`src/rtl/hsd_pkg.sv`:
```
package hsd_pkg;

    localparam int MAX_CODE_BITS = 71;
    localparam int DATA_BITS     = 64;
    localparam int BUF_BITS      = DATA_BITS + 7;
    localparam int FIFO_DEPTH    = 2;
    localparam int FIFO_AW       = $clog2(FIFO_DEPTH);

    localparam logic [2:0] MODE_D8  = 3'd0;
    localparam logic [2:0] MODE_D12 = 3'd1;
    localparam logic [2:0] MODE_D16 = 3'd2;
    localparam logic [2:0] MODE_D32 = 3'd3;
    localparam logic [2:0] MODE_D64 = 3'd4;

    localparam int LEN_D8  = 12;
    localparam int LEN_D12 = 17;
    localparam int LEN_D16 = 21;
    localparam int LEN_D32 = 38;
    localparam int LEN_D64 = 71;

    typedef struct packed {
        logic [MAX_CODE_BITS-1:0] word;
        logic [2:0]               mode;
    } t_word_beat;

    function automatic logic [6:0] code_len(input logic [2:0] m);
        logic [6:0] l;
        unique case (m)
            MODE_D8:  l = 7'(LEN_D8);
            MODE_D12: l = 7'(LEN_D12);
            MODE_D16: l = 7'(LEN_D16);
            MODE_D32: l = 7'(LEN_D32);
            MODE_D64: l = 7'(LEN_D64);
            default:  l = 7'd0;
        endcase
        return l;
    endfunction

    function automatic logic [2:0] bits_per_byte(input logic [2:0] m);
        logic [2:0] k;
        unique case (m)
            MODE_D8:  k = 3'd6;
            MODE_D12: k = 3'd1;
            MODE_D16: k = 3'd7;
            MODE_D32: k = 3'd2;
            MODE_D64: k = 3'd1;
            default:  k = 3'd0;
        endcase
        return k;
    endfunction

    function automatic logic [6:0] data_count(input logic [2:0] m);
        logic [6:0] c;
        unique case (m)
            MODE_D8:  c = 7'd8;
            MODE_D12: c = 7'd12;
            MODE_D16: c = 7'd16;
            MODE_D32: c = 7'd32;
            MODE_D64: c = 7'd64;
            default:  c = 7'd0;
        endcase
        return c;
    endfunction

    function automatic logic mode_ok(input logic [2:0] m);
        return (m <= MODE_D64) && (code_len(m) != 7'd0)
            && (32'(code_len(m)) <= 32'(MAX_CODE_BITS));
    endfunction

    // position j of the codeword lands at bit j-1
    function automatic logic [MAX_CODE_BITS-1:0] reorder(
        input logic [MAX_CODE_BITS-1:0] w,
        input int                       len
    );
        logic [MAX_CODE_BITS-1:0] o;
        o = '0;
        for (int i = 0; i < MAX_CODE_BITS; i++) begin
            if (i < len) begin
                o[i] = w[7'(len - 1 - i)];
            end
        end
        return o;
    endfunction

    function automatic logic [DATA_BITS-1:0] fix_and_extract(
        input logic [MAX_CODE_BITS-1:0] w,
        input int                       len
    );
        logic [MAX_CODE_BITS-1:0] c;
        logic [DATA_BITS-1:0]     d;
        logic [6:0]               syn;
        logic                     par;
        int                       cnt;
        c   = w;
        d   = '0;
        syn = '0;
        cnt = 0;
        for (int p = 0; p < 7; p++) begin
            par = 1'b0;
            for (int j = 1; j <= MAX_CODE_BITS; j++) begin
                if (j <= len && (j & (1 << p)) != 0) begin
                    par = par ^ w[j-1];
                end
            end
            if ((1 << p) <= len) begin
                syn[p] = par;
            end
        end
        if (syn != 7'd0 && 32'(syn) <= 32'(len)) begin
            c[7'(syn - 7'd1)] = ~c[7'(syn - 7'd1)];
        end
        for (int j = 1; j <= MAX_CODE_BITS; j++) begin
            if (j <= len && (j & (j - 1)) != 0 && cnt < DATA_BITS) begin
                d[6'(DATA_BITS - 1 - cnt)] = c[j-1];
                cnt++;
            end
        end
        return d;
    endfunction

    function automatic logic [DATA_BITS-1:0] decode_word(
        input logic [MAX_CODE_BITS-1:0] w,
        input logic [2:0]               m
    );
        logic [DATA_BITS-1:0] d;
        unique case (m)
            MODE_D8:  d = fix_and_extract(w, LEN_D8);
            MODE_D12: d = fix_and_extract(w, LEN_D12);
            MODE_D16: d = fix_and_extract(w, LEN_D16);
            MODE_D32: d = fix_and_extract(w, LEN_D32);
            MODE_D64: d = fix_and_extract(w, LEN_D64);
            default:  d = '0;
        endcase
        return d;
    endfunction

endpackage

```
`src/rtl/hsd_front.sv`:
```
module hsd_front (
    input  logic                   i_clk,
    input  logic                   i_rst_n,
    input  logic                   i_clr,
    input  logic [2:0]             i_mode,
    input  logic                   i_valid,
    output logic                   o_ready,
    input  logic [7:0]             i_in_byte,
    output logic                   o_push_valid,
    input  logic                   i_push_ready,
    output hsd_pkg::t_word_beat    o_push
);

    logic [hsd_pkg::MAX_CODE_BITS-1:0] r_word, n_word, w_norm;
    logic [6:0]                        r_fill, n_fill, w_fill_inc;
    logic                              w_acc, w_ok, w_done;

    assign o_ready    = i_push_ready;
    assign w_acc      = i_valid && i_push_ready;
    assign w_ok       = hsd_pkg::mode_ok(i_mode);
    assign w_fill_inc = 7'(r_fill + 7'(hsd_pkg::bits_per_byte(i_mode)));
    assign w_done     = (w_fill_inc == hsd_pkg::code_len(i_mode));

    always_comb begin
        unique case (i_mode)
            hsd_pkg::MODE_D8: begin
                n_word = {r_word[hsd_pkg::MAX_CODE_BITS-7:0], i_in_byte[5:0]};
                w_norm = hsd_pkg::reorder(n_word, hsd_pkg::LEN_D8);
            end
            hsd_pkg::MODE_D12: begin
                n_word = {r_word[hsd_pkg::MAX_CODE_BITS-2:0], i_in_byte[0]};
                w_norm = hsd_pkg::reorder(n_word, hsd_pkg::LEN_D12);
            end
            hsd_pkg::MODE_D16: begin
                n_word = {r_word[hsd_pkg::MAX_CODE_BITS-8:0], i_in_byte[6:0]};
                w_norm = hsd_pkg::reorder(n_word, hsd_pkg::LEN_D16);
            end
            hsd_pkg::MODE_D32: begin
                n_word = {r_word[hsd_pkg::MAX_CODE_BITS-3:0], i_in_byte[1:0]};
                w_norm = hsd_pkg::reorder(n_word, hsd_pkg::LEN_D32);
            end
            hsd_pkg::MODE_D64: begin
                n_word = {r_word[hsd_pkg::MAX_CODE_BITS-2:0], i_in_byte[0]};
                w_norm = hsd_pkg::reorder(n_word, hsd_pkg::LEN_D64);
            end
            default: begin
                n_word = r_word;
                w_norm = '0;
            end
        endcase
    end

    always_comb begin
        n_fill = r_fill;
        if (i_clr) begin
            n_fill = 7'd0;
        end else if (w_acc && w_ok) begin
            n_fill = w_done ? 7'd0 : w_fill_inc;
        end
    end

    assign o_push_valid = w_acc && w_ok && w_done && !i_clr;
    assign o_push.word  = w_norm;
    assign o_push.mode  = i_mode;

    always_ff @(posedge i_clk) begin
        if (!i_rst_n) begin
            r_fill <= 7'd0;
        end else begin
            r_fill <= n_fill;
        end
    end

    always_ff @(posedge i_clk) begin
        if (w_acc && w_ok) begin
            r_word <= n_word;
        end
    end

endmodule

```
`src/rtl/hsd_fifo.sv`:
```
module hsd_fifo (
    input  logic                   i_clk,
    input  logic                   i_rst_n,
    input  logic                   i_clr,
    input  logic                   i_push_valid,
    output logic                   o_push_ready,
    input  hsd_pkg::t_word_beat    i_push,
    output logic                   o_pop_valid,
    input  logic                   i_pop_ready,
    output hsd_pkg::t_word_beat    o_pop
);

    hsd_pkg::t_word_beat          r_mem [hsd_pkg::FIFO_DEPTH];
    logic [hsd_pkg::FIFO_AW-1:0]  r_wp, r_rp;
    logic [hsd_pkg::FIFO_AW:0]    r_cnt;
    logic                         w_push, w_pop;

    assign o_push_ready = (r_cnt != (hsd_pkg::FIFO_AW + 1)'(hsd_pkg::FIFO_DEPTH));
    assign o_pop_valid  = (r_cnt != '0);
    assign o_pop        = r_mem[r_rp];
    assign w_push       = i_push_valid && o_push_ready;
    assign w_pop        = o_pop_valid && i_pop_ready;

    always_ff @(posedge i_clk) begin
        if (!i_rst_n || i_clr) begin
            r_wp  <= '0;
            r_rp  <= '0;
            r_cnt <= '0;
        end else begin
            if (w_push) begin
                r_wp <= r_wp + 1'b1;
            end
            if (w_pop) begin
                r_rp <= r_rp + 1'b1;
            end
            r_cnt <= r_cnt + (hsd_pkg::FIFO_AW + 1)'(w_push)
                           - (hsd_pkg::FIFO_AW + 1)'(w_pop);
        end
    end

    always_ff @(posedge i_clk) begin
        if (w_push) begin
            r_mem[r_wp] <= i_push;
        end
    end

endmodule

```
`src/rtl/hsd_back.sv`:
```
module hsd_back (
    input  logic                   i_clk,
    input  logic                   i_rst_n,
    input  logic                   i_clr,
    input  logic                   i_word_valid,
    output logic                   o_word_ready,
    input  hsd_pkg::t_word_beat    i_word,
    output logic                   o_valid,
    input  logic                   i_ready,
    output logic [7:0]             o_data_byte,
    output logic                   o_last_of_run
);

    logic [hsd_pkg::DATA_BITS-1:0] r_data;
    logic [6:0]                    r_dcnt;
    logic                          r_dvalid;
    logic [hsd_pkg::BUF_BITS-1:0]  r_buf, n_buf, w_buf_a;
    logic [6:0]                    r_cnt, n_cnt, w_cnt_a;
    logic                          w_fire, w_load, w_pop;

    assign o_valid       = (r_cnt >= 7'd8);
    assign o_data_byte   = r_buf[hsd_pkg::BUF_BITS-1 -: 8];
    assign o_last_of_run = (r_cnt < 7'd16);
    assign w_fire        = o_valid && i_ready;

    always_comb begin
        w_cnt_a = w_fire ? 7'(r_cnt - 7'd8) : r_cnt;
        w_buf_a = w_fire ? (r_buf << 8) : r_buf;
        w_load  = r_dvalid && (w_cnt_a < 7'd8);
        n_cnt   = w_cnt_a;
        n_buf   = w_buf_a;
        if (w_load) begin
            n_buf = w_buf_a | ({r_data, 7'b0} >> w_cnt_a[2:0]);
            n_cnt = 7'(w_cnt_a + r_dcnt);
        end
    end

    assign o_word_ready = !r_dvalid || w_load;
    assign w_pop        = i_word_valid && o_word_ready;

    always_ff @(posedge i_clk) begin
        if (!i_rst_n || i_clr) begin
            r_dvalid <= 1'b0;
            r_cnt    <= 7'd0;
            r_buf    <= '0;
        end else begin
            r_cnt <= n_cnt;
            r_buf <= n_buf;
            if (w_pop) begin
                r_dvalid <= 1'b1;
            end else if (w_load) begin
                r_dvalid <= 1'b0;
            end
        end
    end

    always_ff @(posedge i_clk) begin
        if (w_pop) begin
            r_data <= hsd_pkg::decode_word(i_word.word, i_word.mode);
            r_dcnt <= hsd_pkg::data_count(i_word.mode);
        end
    end

endmodule

```
`src/rtl/hamming_sec_stream_decoder.sv`:
```
// Hamming single-error-correcting decoder on a byte stream.
// Input channel i_valid / o_ready / i_in_byte: one coded byte per beat; the
// low bits of each byte carry codeword bits, MSB first, as many as the mode
// takes. o_ready drops only while the two-entry word queue is full.
// Output channel o_valid / i_ready / o_data_byte / o_last_of_run: decoded
// data bytes, first data bit in the MSB; o_last_of_run marks the last full
// byte that the output buffer holds (fewer than 16 bits held).
// i_cfg_we / i_cfg_wdata write the decode mode and clear the partial
// codeword and carried data bits; write only while the block is idle.
// Throughput: one input beat per cycle while the queue is not full, one
// output beat per cycle while i_ready is high and decoded bits are held.
// A completed codeword passes the queue, the syndrome/correct register and
// the output buffer, then up to 8 bytes follow at one byte per cycle.
// When the receiver stalls, the output buffer holds its byte; the front
// keeps taking input until the queue fills, then o_ready drops.
// Reset: synchronous, active low; mode 0; counts, pointers and buffer cleared.
module hamming_sec_stream_decoder (
    input  logic       i_clk,
    input  logic       i_rst_n,
    input  logic       i_cfg_we,
    input  logic [2:0] i_cfg_wdata,
    input  logic       i_valid,
    output logic       o_ready,
    input  logic [7:0] i_in_byte,
    output logic       o_valid,
    input  logic       i_ready,
    output logic [7:0] o_data_byte,
    output logic       o_last_of_run
);

    logic [2:0]          r_mode;
    logic                q_push_valid, q_push_ready, q_pop_valid, q_pop_ready;
    hsd_pkg::t_word_beat q_push, q_pop;

    always_ff @(posedge i_clk) begin
        if (!i_rst_n) begin
            r_mode <= hsd_pkg::MODE_D8;
        end else if (i_cfg_we) begin
            r_mode <= i_cfg_wdata;
        end
    end

    hsd_front u_front (
        .i_clk        (i_clk),
        .i_rst_n      (i_rst_n),
        .i_clr        (i_cfg_we),
        .i_mode       (r_mode),
        .i_valid      (i_valid),
        .o_ready      (o_ready),
        .i_in_byte    (i_in_byte),
        .o_push_valid (q_push_valid),
        .i_push_ready (q_push_ready),
        .o_push       (q_push)
    );

    hsd_fifo u_fifo (
        .i_clk        (i_clk),
        .i_rst_n      (i_rst_n),
        .i_clr        (i_cfg_we),
        .i_push_valid (q_push_valid),
        .o_push_ready (q_push_ready),
        .i_push       (q_push),
        .o_pop_valid  (q_pop_valid),
        .i_pop_ready  (q_pop_ready),
        .o_pop        (q_pop)
    );

    hsd_back u_back (
        .i_clk         (i_clk),
        .i_rst_n       (i_rst_n),
        .i_clr         (i_cfg_we),
        .i_word_valid  (q_pop_valid),
        .o_word_ready  (q_pop_ready),
        .i_word        (q_pop),
        .o_valid       (o_valid),
        .i_ready       (i_ready),
        .o_data_byte   (o_data_byte),
        .o_last_of_run (o_last_of_run)
    );

`ifndef SYNTHESIS
    a_push_fits: assert property (@(posedge i_clk) disable iff (!i_rst_n)
        q_push_valid |-> q_push_ready)
        else $error("word pushed into full queue");

    a_bad_mode_quiet: assert property (@(posedge i_clk) disable iff (!i_rst_n)
        (r_mode > hsd_pkg::MODE_D64) |-> !q_push_valid)
        else $error("word completed in unused mode");

    a_cfg_flush: assert property (@(posedge i_clk) disable iff (!i_rst_n)
        i_cfg_we |=> !o_valid)
        else $error("output still valid after mode write");

    a_stall_hold: assert property (@(posedge i_clk) disable iff (!i_rst_n)
        (o_valid && !i_ready && !i_cfg_we) |=>
            (o_valid && $stable(o_data_byte) && $stable(o_last_of_run)))
        else $error("output beat changed while stalled");
`endif

endmodule
```
`config.mk`:
```
export PLATFORM = sky130hd
export DESIGN_NAME = hamming_sec_stream_decoder
export DESIGN_NICKNAME = d
export VERILOG_FILES = /design/src/rtl/hsd_pkg.sv /design/src/rtl/hsd_front.sv /design/src/rtl/hsd_fifo.sv /design/src/rtl/hsd_back.sv /design/src/rtl/hamming_sec_stream_decoder.sv
export SDC_FILE = /design/constraint.sdc
export NUM_CORES = 1
export LEC_CHECK = 0
export CORE_ASPECT_RATIO = 0.5
export CORE_MARGIN = 4
export CORE_UTILIZATION = 55
export DETAILED_ROUTE_END_ITERATION = 7
export DONT_BUFFER_PORTS = 1
export PLACE_DENSITY_LB_ADDON = 0.05
export SKIP_LAST_GASP = 1
export SLEW_MARGIN = 20
export SYNTH_ARGS = -nofsm -noshare
export SYNTH_HDL_FRONTEND = slang
export SYNTH_SLANG_ARGS = --single-unit
export TNS_END_PERCENT = 1
```
`constraint.sdc`:
```
create_clock -name i_clk -period 24.5 [get_ports i_clk]
set_input_delay 1.225 -clock i_clk [delete_from_list [all_inputs] [get_ports i_clk]]
set_output_delay 1.225 -clock i_clk [all_outputs]
set_load 0.1 [all_outputs]
```
; ---- Yosys cells after proc, flatten, opt, wreduce, memory -nomap -nowiden
; Memory sizes are Yosys's and may differ from the RTL's. A register that Yosys moved wholly into a read port is not among the register bits.
; Cells that the tools add are included.
[op_classes]
order_cmp = 401
n_mux = 2000
n_eq_ne = 10
n_shift = 1
add_sub_neg = 261
n_reduce_logical = 166
bitwise = 395
[ops]
columns = operator, count
row1 = 2-to-1 mux 64 bit, 371
row2 = 2-to-1 mux 32 bit, 376
row3 = bitwise mux 64 bit, 122
row4 = "< comparator 32 x 8 -> 1 bit, second input constant", 127
row5 = "adder 32 x 2 -> 32 bit, second input constant", 122
row6 = "< comparator 6 x 8 -> 1 bit, second input constant", 127
row7 = 2-to-1 mux 1 bit, 963
row8 = demux 1 bit (select 6 bit), 127
row9 = "greater-or-equal comparator 6 x 1 -> 1 bit, second input constant", 127
row10 = "subtractor 1 x 6 -> 6 bit, first input constant", 127
row11 = XOR 1 bit, 383
row12 = bitwise mux 71 bit, 5
row13 = 2-to-1 mux 71 bit, 5
row14 = case mux 71 bit (5 select lines), 1
row15 = bitwise AND 64 bit, 5
row16 = case mux 64 bit (5 select lines), 1
row17 = case mux 63 bit (4 select lines), 1
row18 = logical AND 1 bit, 147
row19 = 2-to-1 mux 38 bit, 3
row20 = bitwise OR 71 bit, 1
row21 = right shift 71 x 3 -> 71 bit, 1
row22 = case mux 7 bit (5 select lines), 2
row23 = 2-to-1 mux 21 bit, 3
row24 = 2-to-1 mux 17 bit, 3
row25 = other kinds (41), 84
[word_totals]
regBits = 227
mem_bits_rw = 148
input_bits = 16
out_inout_bits = 11
mem_count = 1
wordCells = 3246
[memory_table]
columns = memory, words, word_bits, rd, rd_clocked_by_memory_dff, wr, line_no
row1 = u_fifo.r_mem, 2, 74, 1, 1, 1, hsd_fifo.sv:13  ; hsd_pkg::t_word_beat r_mem [hsd_pkg::FIFO_DEPTH];

; ---- Depth between registers and ports, before layout
; Gate-level depths: netlist of the first run.
[logic_depth]
word_depth = 373
mapped_depth = 25
depth_no_buf = 18

; ---- By module
; From an unflattened synthesis of the first run, not the netlist that was laid out.
[unflattened]
cells_unflattened = 1748
hier_area_um2 = 19577.5
[by_module_without_submodules]
columns = module, seq_area_each_um2, area_each_um2, instances, cells_each
row1 = hsd_back, 2592.5, 7324.5, 1, 825
row2 = hsd_front, 2031.9, 6293.5, 1, 653
row3 = hsd_fifo, 4544.4, 5850.6, 1, 261
row4 = hamming_sec_stream_decoder, 60.1, 108.9, 1, 9

; ---- Worst setup path after synthesis of the first run
; No wires, ideal clock.
[synth_path]
kind = reg2reg
from = register r_mode[1]
to = memory u_fifo.r_mem[0][0] (netlist bit) (enable)
n_path_buf = 4
path_stages_with_launch = 19
required_time_ps = 23984
arrival_time_ps = 8075
path_slack_ps = 15910
setup_ps = 516
synth_period_minus_slack_ps = 8590
path_cell_list = dfxtp_1 clkbuf_1 clkbuf_1 buf_1 clkbuf_1 o21ai_0 o31a_1 ha_1 inv_1 fa_1 nor2b_1 o21a_1 nand3_1 xor2_1 nand2_1 o32a_1 a2111oi_0 nor3b_1 nor2b_1
[synth_between]
elab_chain_len = 11
word_cells_on_any_way = 21
classes_between = add/sub: 1 / order compare: 2 / eq/ne: 5 / mux: 4 / reduce/logical: 9
[synth_lines]
columns = item, line_no
row1 = start: declaration, hamming_sec_stream_decoder.sv:31  ; logic [2:0] r_mode;
row2 = start signal: assignment, hamming_sec_stream_decoder.sv:37  ; r_mode <= hsd_pkg::MODE_D8;
row3 = start signal: assignment, hamming_sec_stream_decoder.sv:39  ; r_mode <= i_cfg_wdata;
row4 = "parallel branches: the longest is 6 deep, another holds adder 7 x 3 -> 7 bit", n/a
row5 = logical AND 1 bit * (2 in a row), hsd_front.sv:62  ; assign o_push_valid = w_acc && w_ok && w_done && !i_clr;
row6 = logical AND 1 bit *, hsd_fifo.sv:21  ; assign w_push = i_push_valid && o_push_ready;
row7 = net u_fifo.w_push, hsd_fifo.sv:16  ; logic w_push, w_pop;
row8 = 2-to-1 mux 1 bit *, hsd_fifo.sv:42  ; if (w_push) begin
row9 = 2-to-1 mux 1 bit (not written as such) *, hsd_fifo.sv:43  ; r_mem[r_wp] <= i_push;
row10 = end: declaration, hsd_fifo.sv:13
; Mark *: on every way through the listed nets, which the timed path passes.

; ---- Worst setup path after layout of the first run
[layout_path]
from = register r_mode[2]
to = memory u_fifo.r_mem[0][61] (netlist bit) (enable)
; The elaborated chain is that of the path after synthesis.

==> results.env, run 1 <==
RUN_STATUS='completed'
POWER_DENSITY_RELATIVE_TO_CELL_AREA_nW_PER_UM2=69.71
SYNTHESIS.AREA_PER_INSTANCE_UM2=10.74
ANTENNA_CELLS=0
WIRELENGTH_ROUTED_UM=49010
NUMPLACEDINSTANCES=2168
FINAL.FILL_COUNT=2898
POST_ROUTE_CELLS_DRIVE_ABOVE_1_SHARE=0.1120
WORSTMARGINPINSLEW_PS=1150
POSTSYNTH.TOPFLOPCELL='edfxtp_1'
HPWL_UM=32970
DRCVIOLATIONCOUNT=0
CLOCK_TREE.BUFFER_DEPTH=3
GRT_MAX_DEGREE=107
SKEW_PAIR_LATE_INSERTION_DELAY_PS=590
PLACE_WORST_SETUP_SLACK_PS=17760
GRT_USE_MET1=0.3836
CTS_TREE='yes'
ACHIEVABLE-FREQUENCY_MHz=144.9
HOLD-WORST-SLACK_PS=452.6
POST_SYNTH_EDFFS=248
GLOBALROUTE.BUSIESTLAYER='met1'
VIA_COUNT=13886
FFS_W_ASYNC_S_R_SYNTH=0
SYNTH_FP_NETS=1846
SEQ_AREA_FRAC_SYNTH=0.4736
SETUP_VIOL_COUNT_FINAL=0
YS_SEQ_ELEMENTS=337
FINAL.MIN_CLOCK_PERIOD_PS=6902
NUM_IO_PINS=27
SYNTHXORXNORAREAFRAC=0.09650
FINAL.SETUP_SKEW_PS=30.62
CLK_PIN_SLEW_WORST_PATHS_PS=80
FINAL_CRITICAL_PATH_SHARE_OF_THE_CLOCK_PERIOD=0.2817
R2R_SLACK_PS=17600
SYNTH_COMPOUND_GATE_AREA_SHARE=0.1170
SYNTH.AREA.MUX_SHARE=0.1392
GRTUSAGEMET2=0.3765
SYNTH_SIMPLE_GATE_AREA_FRAC=0.1271
DIE_H_UM=141.1
R2R_CELLS=17
YOSYSWARNINGCOUNT=0
SYNTHESIS.AREA_UM2=19490
GRT_SETUP_UNREPAIRED='no'
PRE_ANTENNA_DRT_ITERS=7
WORST_SETUP_PATH_ENDPOINT='u_fifo.r_mem[0][61]$_DFFE_PP_'
DETAILEDROUTE.FIRSTITERATIONVIOLATIONS=1298
PATH_MAX_FANOUT=106
FIN_TNS_SETUP_PS=0
CRITICAL_PATH.STARTPOINT_TYPE='flip-flop'
FLOORPLAN.CORE_AREA_UM2=34710
FINAL_MAX_SLEW_VIOL_COUNT=0
FINAL_CELLS=2225
CRIT_PATH_START='r_mode[2]$_SDFFE_PN0P_'
FIRST_PASS_GRT_WIRE_LENGTH_UM=75640
VIAS_PER_CELL=6.241
CTS_HOLD_REPAIR.BUFFERS=0
TIMING_WORST_SETUP_PATH_TYPE='reg2reg'
HOLD_VIOLATIONS=0
DIEWIDTH_UM=274.2
WORSTREG2REGEND='u_fifo.r_mem[0][61]$_DFFE_PP_'
GLOBALROUTEMET3UTIL=0.03401
POSTSYNTHCELLCOUNT=1815
GRT_OVERFLOW_TOTAL=0
ANTENNA_VIOLATIONS_BEFORE_REPAIR=1
MAX-VDD-IR-DROP_mV=0.04403
DETAIL-ROUTE-ANTENNA-NETS=0
CELLLEAKAGEPOWER_nW=7.000
GRT_UTIL_ALL_LAYERS=0.2497
ROOT_BUFFER_MASTER='clkbuf_16'
AREA_DELTA_SYNTH_FINAL_PCT=6.222
CAP_VIOL_MAX_COUNT=0
LAYOUT_SETUP_WS_PS=17600
SYNTH_TOP_FAMILY_BY_AREA='multiplexers'
YS_TYPES=72
CORE.ROWCOUNT=48
MAXSLEWHEADROOM=0.2310
REQUIRED_PS=24690
R2R_START='r_mode[2]$_SDFFE_PN0P_'
ROUTED_WIRE_LENGTH_PER_INSTANCE_UM=22.03
DIE_AREA_UM2=38690
WORST_EP_ARRIVAL_TIME_PS=7090
NUMCTSBUFFERS=31
GRT_PASS1_VIAS=13001
CRITPATHCAPTURETYPE='flip-flop'
POST_LAYOUT_NETS=1757
NUMBER_OF_CELLS_UPSIZED_OR_DOWNSIZED_AFTER_CTS=0
H-TREE-DEPTH=1
HP-CLASS='reg2reg'
CTS.SINKS=337
GP_CONGESTION=0.9012
FLOORPLAN.INITIALDENSITY=0.5614
YOSYS.AREA_SHARE.ADDER=0.01040
POST-ROUTE-UTIL=0.5963
CTS_SETUP_BUFFERS=0
BUFFER_PORTS.INSERTED=0
[worst max-delay path: stages (launching register included)]
cell and delay (ps):
dfxtp_4 1030, inv_1 670, nor2_1 320, o31a_1 180, ha_1 160, inv_1 50
fa_1 400, nor2b_1 140, o21a_1 190, nand3_1 120, xor2_1 260, nand2_1 80
o32a_1 290, a2111oi_1 400, buf_4 240, nor3b_1 800, nor2b_4 280, buf_4 770
[stage by stage]
step	area, um^2	power, W
finish	20700	0.001443
global route	20700	0.001503
CTS	20690	0.001447
detailed placement	19660	0.0009469
global placement	19660	0.0009400
floorplan	19490	0.0008876
[state kept, by name (all words and copies together), names as in the netlist, named ones only]
| name | flops |
|---|---|
| u_back.r_data | 32 |
| u_fifo.r_mem | 148 |
| u_back.r_dvalid | 1 |
| u_fifo.r_cnt | 2 |
| u_back.r_buf | 68 |
| u_back.r_cnt | 5 |
| u_front.r_word | 63 |
| r_mode | 3 |
| u_back.r_dcnt | 5 |
| u_fifo.r_rp | 1 |
| u_fifo.r_wp | 1 |
| u_front.r_fill | 7 |
[how the worst min path moves through the flow]
| stage | from | endpoint | depth (start not counted) |
|---|---|---|---|
| 2_1_floorplan | r_mode[1]$_SDFFE_PN0P_ | u_fifo.r_mem[0][1]$_DFFE_PP_ | 0 |
| 3_3_place_gp | u_back.r_buf[44]$_SDFFE_PP0P_ | u_back.r_buf[52]$_SDFFE_PP0P_ | 2 |
| 3_5_place_dp | u_back.r_buf[44]$_SDFFE_PP0P_ | u_back.r_buf[44]$_SDFFE_PP0P_ | 2 |
| 4_1_cts | u_back.r_buf[56]$_SDFFE_PP0P_ | u_back.r_buf[64]$_SDFFE_PP0P_ | 2 |
| 5_1_grt | u_back.r_buf[49]$_SDFFE_PP0P_ | u_back.r_buf[57]$_SDFFE_PP0P_ | 2 |
| 6_report | u_back.r_buf[50]$_SDFFE_PP0P_ | u_back.r_buf[58]$_SDFFE_PP0P_ | 2 |
[cells in the final DEF (no fill, tap or decap), types with 4 or more instances in the layout]
master,instances
ha_1,13
buf_4,17
nand3_1,16
and3_1,38
mux4_1,4
o21ai_0,36
and2_1,11
clkbuf_16,32
nand2b_1,10
a211oi_1,16
mux2_2,55
a21boi_0,12
nand2_1,326
a31oi_1,88
nor3_1,20
nor3b_1,8
bufinv_16,5
xnor2_1,71
a22o_1,18
dfxtp_1,85
xor2_1,88
mux4_2,44
nor4_1,4
mux2i_1,96
clkinv_1,4
edfxtp_1,248
clkbuf_1,7
nor2_1,103
clkinv_2,6
a22oi_1,10
nor2b_1,19
inv_1,20
dfxtp_4,4
xnor3_1,16
a311oi_1,15
a21oi_1,102
a32oi_1,10
a21o_1,5
[report_power, final]
| group | switching (W) | internal (W) | total [W] |
|---|---|---|---|
| registers | 0.0000424 | 0.000636 | 0.000678 |
| logic | 0.000161 | 0.000103 | 0.000264 |
| clock network | 0.000215 | 0.000285 | 0.000500 |
| total | 0.000419 | 0.00102 | 0.00144 |
[cell usage after synthesis, types with 11 or more instances]
| master | instances | share of area |
|---|---|---|
| mux2_2 | 55 | 0.032 |
| inv_1 | 21 | 0.0040 |
| nand3_1 | 16 | 0.0041 |
| a21boi_0 | 12 | 0.0046 |
| clkbuf_1 | 95 | 0.018 |
| mux2i_1 | 96 | 0.049 |
| a21oi_1 | 102 | 0.026 |
| and2_1 | 13 | 0.0042 |
| mux4_2 | 44 | 0.051 |
| nor3_1 | 23 | 0.0059 |
| xnor2_1 | 71 | 0.032 |
| ha_1 | 13 | 0.0083 |
| a311oi_1 | 15 | 0.0067 |
| nand2b_1 | 11 | 0.0035 |
| xor2_1 | 88 | 0.040 |
| buf_1 | 22 | 0.0042 |
| and3_1 | 38 | 0.012 |
| nand2_1 | 328 | 0.063 |
| edfxtp_1 | 248 | 0.38 |
| a22o_1 | 18 | 0.0081 |
| xnor3_1 | 16 | 0.018 |
| dfxtp_1 | 89 | 0.091 |
| nor2b_1 | 20 | 0.0064 |
| o21ai_0 | 36 | 0.0092 |
| a211oi_1 | 16 | 0.0062 |
| nor2_1 | 104 | 0.020 |
| a31oi_1 | 88 | 0.028 |
[per-layer routing]
layer,wire (um),up-vias,part of all wire
met2,21510,533,0.44
li1,-,6432,-
met4,1186,2,0.024
met5,13,-,0.00027
met3,3266,89,0.067
met1,23030,6830,0.47
[cells by family (layout without fill, tap and decap cells)]
| family | count (synthesis) | after routing |
|---|---|---|
| compound gates | 347 | 347 |
| xor+xnor | 181 | 181 |
| fa+ha+maj | 15 | 15 |
| buf+inv | 161 | 96 |
| flops | 337 | 337 |
| mux | 201 | 201 |
| simple gates | 573 | 573 |
[layout make-up]
type	count	area, um^2	share of cell area
Clock buffer	38	802.0	0.03875
Timing Repair Buffer	18	152.6	0.007374
Inverter	21	78.83	0.003808
Sequential cell	337	9244	0.4466
Multi-Input combinational cell	1317	9600	0.4638
Tap cell	475	594.3	0.02871
Clock inverter	19	227.7	0.01100
(Power assumes the default switching activity.)
==> inputs of run 2 (changes only) <==
==> constraint.sdc (replaced) <==
create_clock -name i_clk -period 7.1 [get_ports i_clk]
set_input_delay 0.355 -clock i_clk [delete_from_list [all_inputs] [get_ports i_clk]]
set_output_delay 0.355 -clock i_clk [all_outputs]
set_load 0.1 [all_outputs]
==> run 2 against run 1 <==
Design area increased by 1.7%. Total power increased to 3.5 times the previous value. Wire length increased by 0.95%. Clock-buffer cell count increased by 2. Fmax increased by 17%. Non-clock buffer count increased by 24. Combinational power increased to 3.5 times the previous value. Global-route usage about the same. Largest cell class unchanged.
==> results.env, run 2 (synthesis gave the netlist of run 1 again) <==
CP_CELL_SEQUENCE='buf_4, nor2_1, ha_1, nor2b_1, o21a_1, nand3_1, xor2_1, nand2_1, o32a_1, a2111oi_1, buf_4, nor3b_1, buf_4, and2_4, buf_4'  # was inv_1, nor2_1, o31a_1, ha_1, inv_1, fa_1, nor2b_1, o21a_1, nand3_1, xor2_1, nand2_1, o32a_1, a2111oi_1, buf_4, nor3b_1, nor2b_4, buf_4
POST-ROUTE-UTIL=0.6066  # was 0.5963
DPL-INSTANCE-AREA_UM2=19810  # was 19660 um^2
MOST_USED_CELL_ALONG_THE_CRITICAL_PATH='buf_4'
RUN_STATUS='completed'  # unchanged
CTS_TREE='yes'  # unchanged
LARGEST_REG_FLOPS=148  # unchanged
NUM_IO_PINS=27  # unchanged
CAP_VIOL_MAX_COUNT=0  # unchanged
HOLD-WORST-SLACK_PS=36.55  # was 452.6 ps
CRITICAL_PATH.STARTPOINT_TYPE='flip-flop'  # unchanged
SETUP_VIOL_COUNT_FINAL=0  # unchanged
HPWL_UM=34030  # was 32970 um
HOLD_DEPTH=2  # unchanged
MAXSLEWHEADROOM=0.2717  # was 0.2310
CELLLEAKAGEPOWER_nW=7.196  # was 7.000 nW
POST_ROUTE_CELLS_DRIVE_ABOVE_1_SHARE=0.1230  # was 0.1120
FIN_TNS_SETUP_PS=0  # unchanged
FINAL_MAX_SLEW_VIOL_COUNT=0  # unchanged
POST_LAYOUT_NETS=1781  # was 1757
TOP_FLOP_REGS='u_fifo.r_mem x148, u_back.r_buf x68, u_front.r_word x63'  # unchanged
DIE_H_UM=141.1  # unchanged
ANTENNA_CELLS=0  # unchanged
DIE_AREA_UM2=38690  # unchanged
ROOT_BUFFER_MASTER='clkbuf_16'  # unchanged
HP-CLASS='in2reg'  # was reg2reg
GRT_OVERFLOW_TOTAL=0  # unchanged
NUMBER_OF_CELLS_UPSIZED_OR_DOWNSIZED_AFTER_CTS=0  # unchanged
FINAL_CELLS=2248  # was 2225
REGISTER_CONTAINING_THE_MOST_FLIP_FLOPS_IN_THE_FINAL_LAYOUT='u_fifo.r_mem'  # unchanged
GRT_MAX_DEGREE=106  # was 107
WORST_EP_ARRIVAL_TIME_PS=6160  # was 7090 ps
FLOORPLAN.CORE_AREA_UM2=34710  # unchanged
FINAL_STANDARD_CELL_AREA_WITHOUT_FILLERS_UM2=21060  # was 20700 um^2
FLOORPLAN.INITIALDENSITY=0.5614  # unchanged
AREA_DELTA_SYNTH_FINAL_PCT=8.058  # was 6.222%
REQUIRED_PS=7380  # was 24690 ps
R2R_CELLS=15  # was 17
FINAL.SETUP_SKEW_PS=10.98  # was 30.62 ps
CORE.ROWCOUNT=48  # unchanged
FIRST_PASS_GRT_WIRE_LENGTH_UM=75690  # was 75640 um
WIRELENGTH_ROUTED_UM=49470  # was 49010 um
CLK_PIN_SLEW_WORST_PATHS_PS=70  # was 80 ps
DIEWIDTH_UM=274.2  # unchanged
FINAL.MIN_CLOCK_PERIOD_PS=5878  # was 6902 ps
WORSTMARGINPINSLEW_PS=1090  # was 1150 ps
DETAILEDROUTE.FIRSTITERATIONVIOLATIONS=1358  # was 1298
LAYOUT_COMMON_CELLS='nand2_1, edfxtp_1, nor2_1, a21oi_1, mux2i_1'  # unchanged
HOLD_VIOLATIONS=0  # unchanged
PATH_MAX_FANOUT=105  # was 106
H-TREE-DEPTH=1  # unchanged
PRE_ANTENNA_DRT_ITERS=8  # was 7
CTS.SINKS=337  # unchanged
ROUTED_WIRE_LENGTH_PER_INSTANCE_UM=22.01  # was 22.03 um
GP_CONGESTION=0.9438  # was 0.9012
SLOWEST_STAGE='buf_4'  # was dfxtp_4
GRT_SETUP_UNREPAIRED='no'  # unchanged
NUMCTSBUFFERS=31  # unchanged
ACHIEVABLE-FREQUENCY_MHz=170.1  # was 144.9 MHz
FINAL_CRITICAL_PATH_SHARE_OF_THE_CLOCK_PERIOD=0.8279  # was 0.2817
DRCVIOLATIONCOUNT=0  # unchanged
BUFFER_PORTS.INSERTED=0  # unchanged
VIAS_PER_CELL=6.212  # was 6.241
CLOCK_TREE.BUFFER_DEPTH=3  # unchanged
WORST_PATH_LARGEST_CELL_DELAY_PS=880  # was 1030 ps
VIA_COUNT=13964  # was 13886
GRT_PASS1_VIAS=12973  # was 13001
DETAIL-ROUTE-ANTENNA-NETS=0  # unchanged
SKEW_PAIR_LATE_INSERTION_DELAY_PS=580  # was 590 ps
NUMPLACEDINSTANCES=2183  # was 2168
COMMONEST_NON_FILL_NON_TAP_CELL_IN_THE_LAYOUT='nand2_1'  # unchanged
MAX-VDD-IR-DROP_mV=0.1619  # was 0.04403 mV
POWER_DENSITY_RELATIVE_TO_CELL_AREA_nW_PER_UM2=243.0  # was 69.71 nW/um^2
ANTENNA_VIOLATIONS_BEFORE_REPAIR=1  # unchanged
CRITPATHCAPTURETYPE='flip-flop'  # unchanged
CTS_SETUP_BUFFERS=0  # unchanged
TIMING_WORST_SETUP_PATH_TYPE='reg2reg'  # unchanged
GRT_UTIL_ALL_LAYERS=0.2500  # was 0.2497
CTS_HOLD_REPAIR.BUFFERS=9  # was 0
-- run 2: changes by cell type in the layout (fill, tap and decap cells not counted), moves of 2 or more --
cell,previous run,this run
dlygate4sd3_1,0,9
clkbuf_8,0,6
inv_6,2,0
clkinv_1,4,2
buf_12,0,3
clkinv_2,6,4
clkinv_4,0,2
buf_4,17,29
clkbuf_1,7,0
clkbuf_16,32,35
-- run 2: cell type report --
class                   count  area, um^2
fillers                  2865       13660
clock inverters            16       214.0
inverters                  21       78.83
flip-flops and latches    337        9244
repair buffers             42       392.9
clock buffers              40       933.4
multi-input cells        1317        9600
well taps                 475       594.3
-- run 2: per-layer routing --
metal  track usage  vias to the layer above  part of all wire
li1              -                     6489                 -
met1        0.3693                     6868              0.45
met2        0.3806                      514              0.44
met3       0.05136                       91             0.076
met4       0.06194                        2             0.025
met5             0                        -           0.00022
-- run 2: power breakdown --
part           total [W]  internal, W  leakage (nW)  switching, W
sequential       0.00233      0.00219          3.05      0.000137
clock            0.00186      0.00110         0.565      0.000756
combinational   0.000925     0.000362          3.58      0.000563
-- run 2: final timing paths --
| kind | slack, ps | start | to |
|---|---|---|---|
| hold / removal | 40 | i_in_byte[3] | u_front.r_word[3]$_DFFE_PP_ |
| setup / recovery | 1220 | r_mode[2]$_SDFFE_PN0P_ | u_fifo.r_mem[1][66]$_DFFE_PP_ |
| setup reg to reg | 1220 | r_mode[2]$_SDFFE_PN0P_ | u_fifo.r_mem[1][66]$_DFFE_PP_ |
| hold reg to reg | 450 | u_back.r_buf[59]$_SDFFE_PP0P_ | u_back.r_buf[67]$_SDFFE_PP0P_ |
-- run 2: critical path, delay by kind of cell (launching register included) --
kind | cells | cell delay, ps
AO/OA/AOI/OAI | 3 | 860
XOR/XNOR | 1 | 270
adder cells (fa/ha/maj) | 1 | 370
buffers and inverters | 4 | 1680
flip-flops | 1 | 810
AND/OR/NAND/NOR | 6 | 1460
-- run 2: stage by stage --
| step | total power (W) | setup slack [ps] |
|---|---|---|
| CTS | 0.005121 | 1268 |
| floorplan | 0.003062 | 111.7 |
| global placement | 0.003245 | 1351 |
| global route | 0.005304 | 843.9 |
| detailed placement | 0.003266 | 1296 |
| finish | 0.005117 | 1222 |
==> inputs of run 3 (changes only) <==
==> constraint.sdc (replaced) <==
create_clock -name i_clk -period 5.9 [get_ports i_clk]
set_input_delay 0.295 -clock i_clk [delete_from_list [all_inputs] [get_ports i_clk]]
set_output_delay 0.295 -clock i_clk [all_outputs]
set_load 0.1 [all_outputs]
==> run 3 against run 2 <==
Die area unchanged. Fmax up 10%. Clock skew grew 15 ps. Highest routed layer is now met4. Clock-buffer cell count increased by 1. Critical endpoint is now u_back.r_data[14]$_SDFFCE_PN0P_. Flip-flop and latch count did not move. Critical path depth shrank 1. Design area decreased by 0.14%. Via count shrank 0.39%. Global-route usage is 0.26 points higher. Non-clock buffer count rose by 16.
==> results.env, run 3 (synthesis gave the netlist of run 1 again) <==
GRT_OVERFLOW_TOTAL=0  # unchanged
BUFFER_PORTS.INSERTED=0  # unchanged
AREA_DELTA_SYNTH_FINAL_PCT=7.910  # was 8.058%
ROUTED_WIRE_LENGTH_PER_INSTANCE_UM=21.78  # was 22.01 um
LAYOUT_COMMON_CELLS='nand2_1, edfxtp_1, nor2_1, a21oi_1, mux2i_1'  # unchanged
MAX-VDD-IR-DROP_mV=0.1866  # was 0.1619 mV
CLOCK_TREE.BUFFER_DEPTH=3  # unchanged
FLOORPLAN.INITIALDENSITY=0.5614  # unchanged
WORST_EP_ARRIVAL_TIME_PS=5710  # was 6160 ps
LAYOUT_SETUP_WS_PS=559.5  # was 1222 ps
FINAL_CRITICAL_PATH_SHARE_OF_THE_CLOCK_PERIOD=0.9052  # was 0.8279
CTS_TREE='yes'  # unchanged
PRE_ANTENNA_DRT_ITERS=7  # was 8
CAP_VIOL_MAX_COUNT=0  # unchanged
FLOORPLAN.CORE_AREA_UM2=34710  # unchanged
FINAL.MIN_CLOCK_PERIOD_PS=5340  # was 5878 ps
TOP_FLOP_REGS='u_fifo.r_mem x148, u_back.r_buf x68, u_front.r_word x63'  # unchanged
DIE_H_UM=141.1  # unchanged
CP_CELL_SEQUENCE='mux2i_1, xnor2_1, xnor3_1, xnor2_1, xnor2_1, ha_1, inv_1, mux2i_1, mux2_2, a2111oi_2, o32ai_2, or2_1, buf_4, a311oi_1'  # was buf_4, nor2_1, ha_1, nor2b_1, o21a_1, nand3_1, xor2_1, nand2_1, o32a_1, a2111oi_1, buf_4, nor3b_1, buf_4, and2_4, buf_4
ACHIEVABLE-FREQUENCY_MHz=187.2  # was 170.1 MHz
POST_ROUTE_CELLS_DRIVE_ABOVE_1_SHARE=0.1207  # was 0.1230
DRCVIOLATIONCOUNT=0  # unchanged
HOLD_VIOLATIONS=0  # unchanged
SETUP_VIOL_COUNT_FINAL=0  # unchanged
CTS.SINKS=337  # unchanged
NUMBER_OF_CELLS_UPSIZED_OR_DOWNSIZED_AFTER_CTS=0  # unchanged
NUMCTSBUFFERS=31  # unchanged
GRT_UTIL_ALL_LAYERS=0.2526  # was 0.2500
ANTENNA_CELLS=0  # unchanged
POWER_DENSITY_RELATIVE_TO_CELL_AREA_nW_PER_UM2=279.4  # was 243.0 nW/um^2
CLK_PIN_SLEW_WORST_PATHS_PS=70  # about the same
ANTENNA_VIOLATIONS_BEFORE_REPAIR=0  # was 1
DIEWIDTH_UM=274.2  # unchanged
GRT_SETUP_UNREPAIRED='no'  # unchanged
DETAILEDROUTE.FIRSTITERATIONVIOLATIONS=1312  # was 1358
HP-CLASS='in2reg'  # unchanged
GRT_MAX_DEGREE=87  # was 106
DETAIL-ROUTE-ANTENNA-NETS=0  # unchanged
RUN_STATUS='completed'  # unchanged
PATH_MAX_FANOUT=27  # was 105
CELLLEAKAGEPOWER_nW=7.166  # was 7.196 nW
REQUIRED_PS=6270  # was 7380 ps
CRITPATHCAPTURETYPE='flip-flop'  # unchanged
FIN_TNS_SETUP_PS=0  # unchanged
NUMPLACEDINSTANCES=2195  # was 2183
FINAL.SETUP_SKEW_PS=25.49  # was 10.98 ps
VIAS_PER_CELL=6.141  # was 6.212
GRT_PASS1_VIAS=13209  # was 12973
WORST_PATH_LARGEST_CELL_DELAY_PS=730  # was 880 ps
GP_CONGESTION=0.9333  # was 0.9438
MOST_USED_CELL_ALONG_THE_CRITICAL_PATH='xnor2_1'  # was buf_4
CORE.ROWCOUNT=48  # unchanged
FINAL_CELLS=2265  # was 2248
CRITICAL_PATH.STARTPOINT_TYPE='flip-flop'  # unchanged
MAXSLEWHEADROOM=0.2582  # was 0.2717
VIA_COUNT=13910  # was 13964
WORSTMARGINPINSLEW_PS=1110  # was 1090 ps
TOTAL_POWER_W=0.005875  # was 0.005117 W
FINAL_MAX_SLEW_VIOL_COUNT=0  # unchanged
LARGEST_REG_FLOPS=148  # unchanged
POST_LAYOUT_NETS=1797  # was 1781
SLOWEST_STAGE='ha_1'  # was buf_4
FIRST_PASS_GRT_WIRE_LENGTH_UM=76790  # was 75690 um
TIMING_WORST_SETUP_PATH_TYPE='reg2reg'  # unchanged
NUM_IO_PINS=27  # unchanged
WIRELENGTH_ROUTED_UM=49340  # was 49470 um
PLACE_WORST_SETUP_SLACK_PS=591.2  # was 1296 ps
HPWL_UM=34580  # was 34030 um
DIE_AREA_UM2=38690  # unchanged
REGISTER_CONTAINING_THE_MOST_FLIP_FLOPS_IN_THE_FINAL_LAYOUT='u_fifo.r_mem'  # unchanged
ROOT_BUFFER_MASTER='clkbuf_16'  # unchanged
CTS_SETUP_BUFFERS=0  # unchanged
H-TREE-DEPTH=1  # unchanged
SKEW_PAIR_LATE_INSERTION_DELAY_PS=580  # about the same
COMMONEST_NON_FILL_NON_TAP_CELL_IN_THE_LAYOUT='nand2_1'  # unchanged
[run 3: critical path, delay by kind of cell (launching register included)]
kind,cells,cell delay (ps)
AND/OR/NAND/NOR,1,240
multiplexers,3,1010
adder cells (fa/ha/maj),1,730
XOR/XNOR,4,1090
AO/OA/AOI/OAI,3,910
buffers and inverters,2,450
flip-flops,1,660
[run 3: report_power, final]
| part | internal, W | leakage (nW) | switching, W |
|---|---|---|---|
| Combinational | 0.000461 | 3.66 | 0.000696 |
| Clock | 0.00105 | 0.451 | 0.000872 |
| Sequential | 0.00264 | 3.05 | 0.000154 |
[run 3: repair_timing]
item | 4_1_cts | 5_1_grt
setup endpoints to repair | 0 | 0
hold buffers | 13 | 0
endpoints found under the hold margin | 14 | 0
[run 3: layout make-up]
| cell class | count | area (um^2) |
|---|---|---|
| inverter | 21 | 78.83 |
| clock buffer | 41 | 813.3 |
| fill | 2877 | 13680 |
| clock inverter | 16 | 125.1 |
| tap | 475 | 594.3 |
| timing repair buffer | 58 | 573.1 |
| multi-input combinational | 1317 | 9600 |
| sequential | 337 | 9244 |
[run 3: stage by stage]
stage	hold WS, ps	area, um^2	utilization
final	31.11	21030	0.6058
after global routing	22.72	21030	0.6058
after CTS	6.490	21030	0.6058
after detailed placement	395.0	19960	0.5750
after global placement	394.7	19960	0.5750
after floorplan	393.9	19510	-
[run 3: final timing paths]
kind / from / to / slack [ps] / cells past startpoint
setup / recovery: flip-flop / u_back.r_data[14]$_SDFFCE_PN0P_ / 560 / 14
hold / removal: i_in_byte[3] / u_front.r_word[3]$_DFFE_PP_ / 30 / 2
setup reg to reg: flip-flop / u_back.r_data[14]$_SDFFCE_PN0P_ / 560 / 14
hold reg to reg: u_back.r_buf[51]$_SDFFE_PP0P_ / u_back.r_buf[59]$_SDFFE_PP0P_ / 450 / 2
[run 3: routing by layer]
metal	part of all wire	wire length [um]	global-route usage	vias to the layer above
li1	-	-	-	6512
met1	0.45	22090	0.3759	6780
met2	0.44	21720	0.3844	528
met3	0.084	4146	0.04405	90
met4	0.028	1382	0.06870	0
met5	0	0	0	-
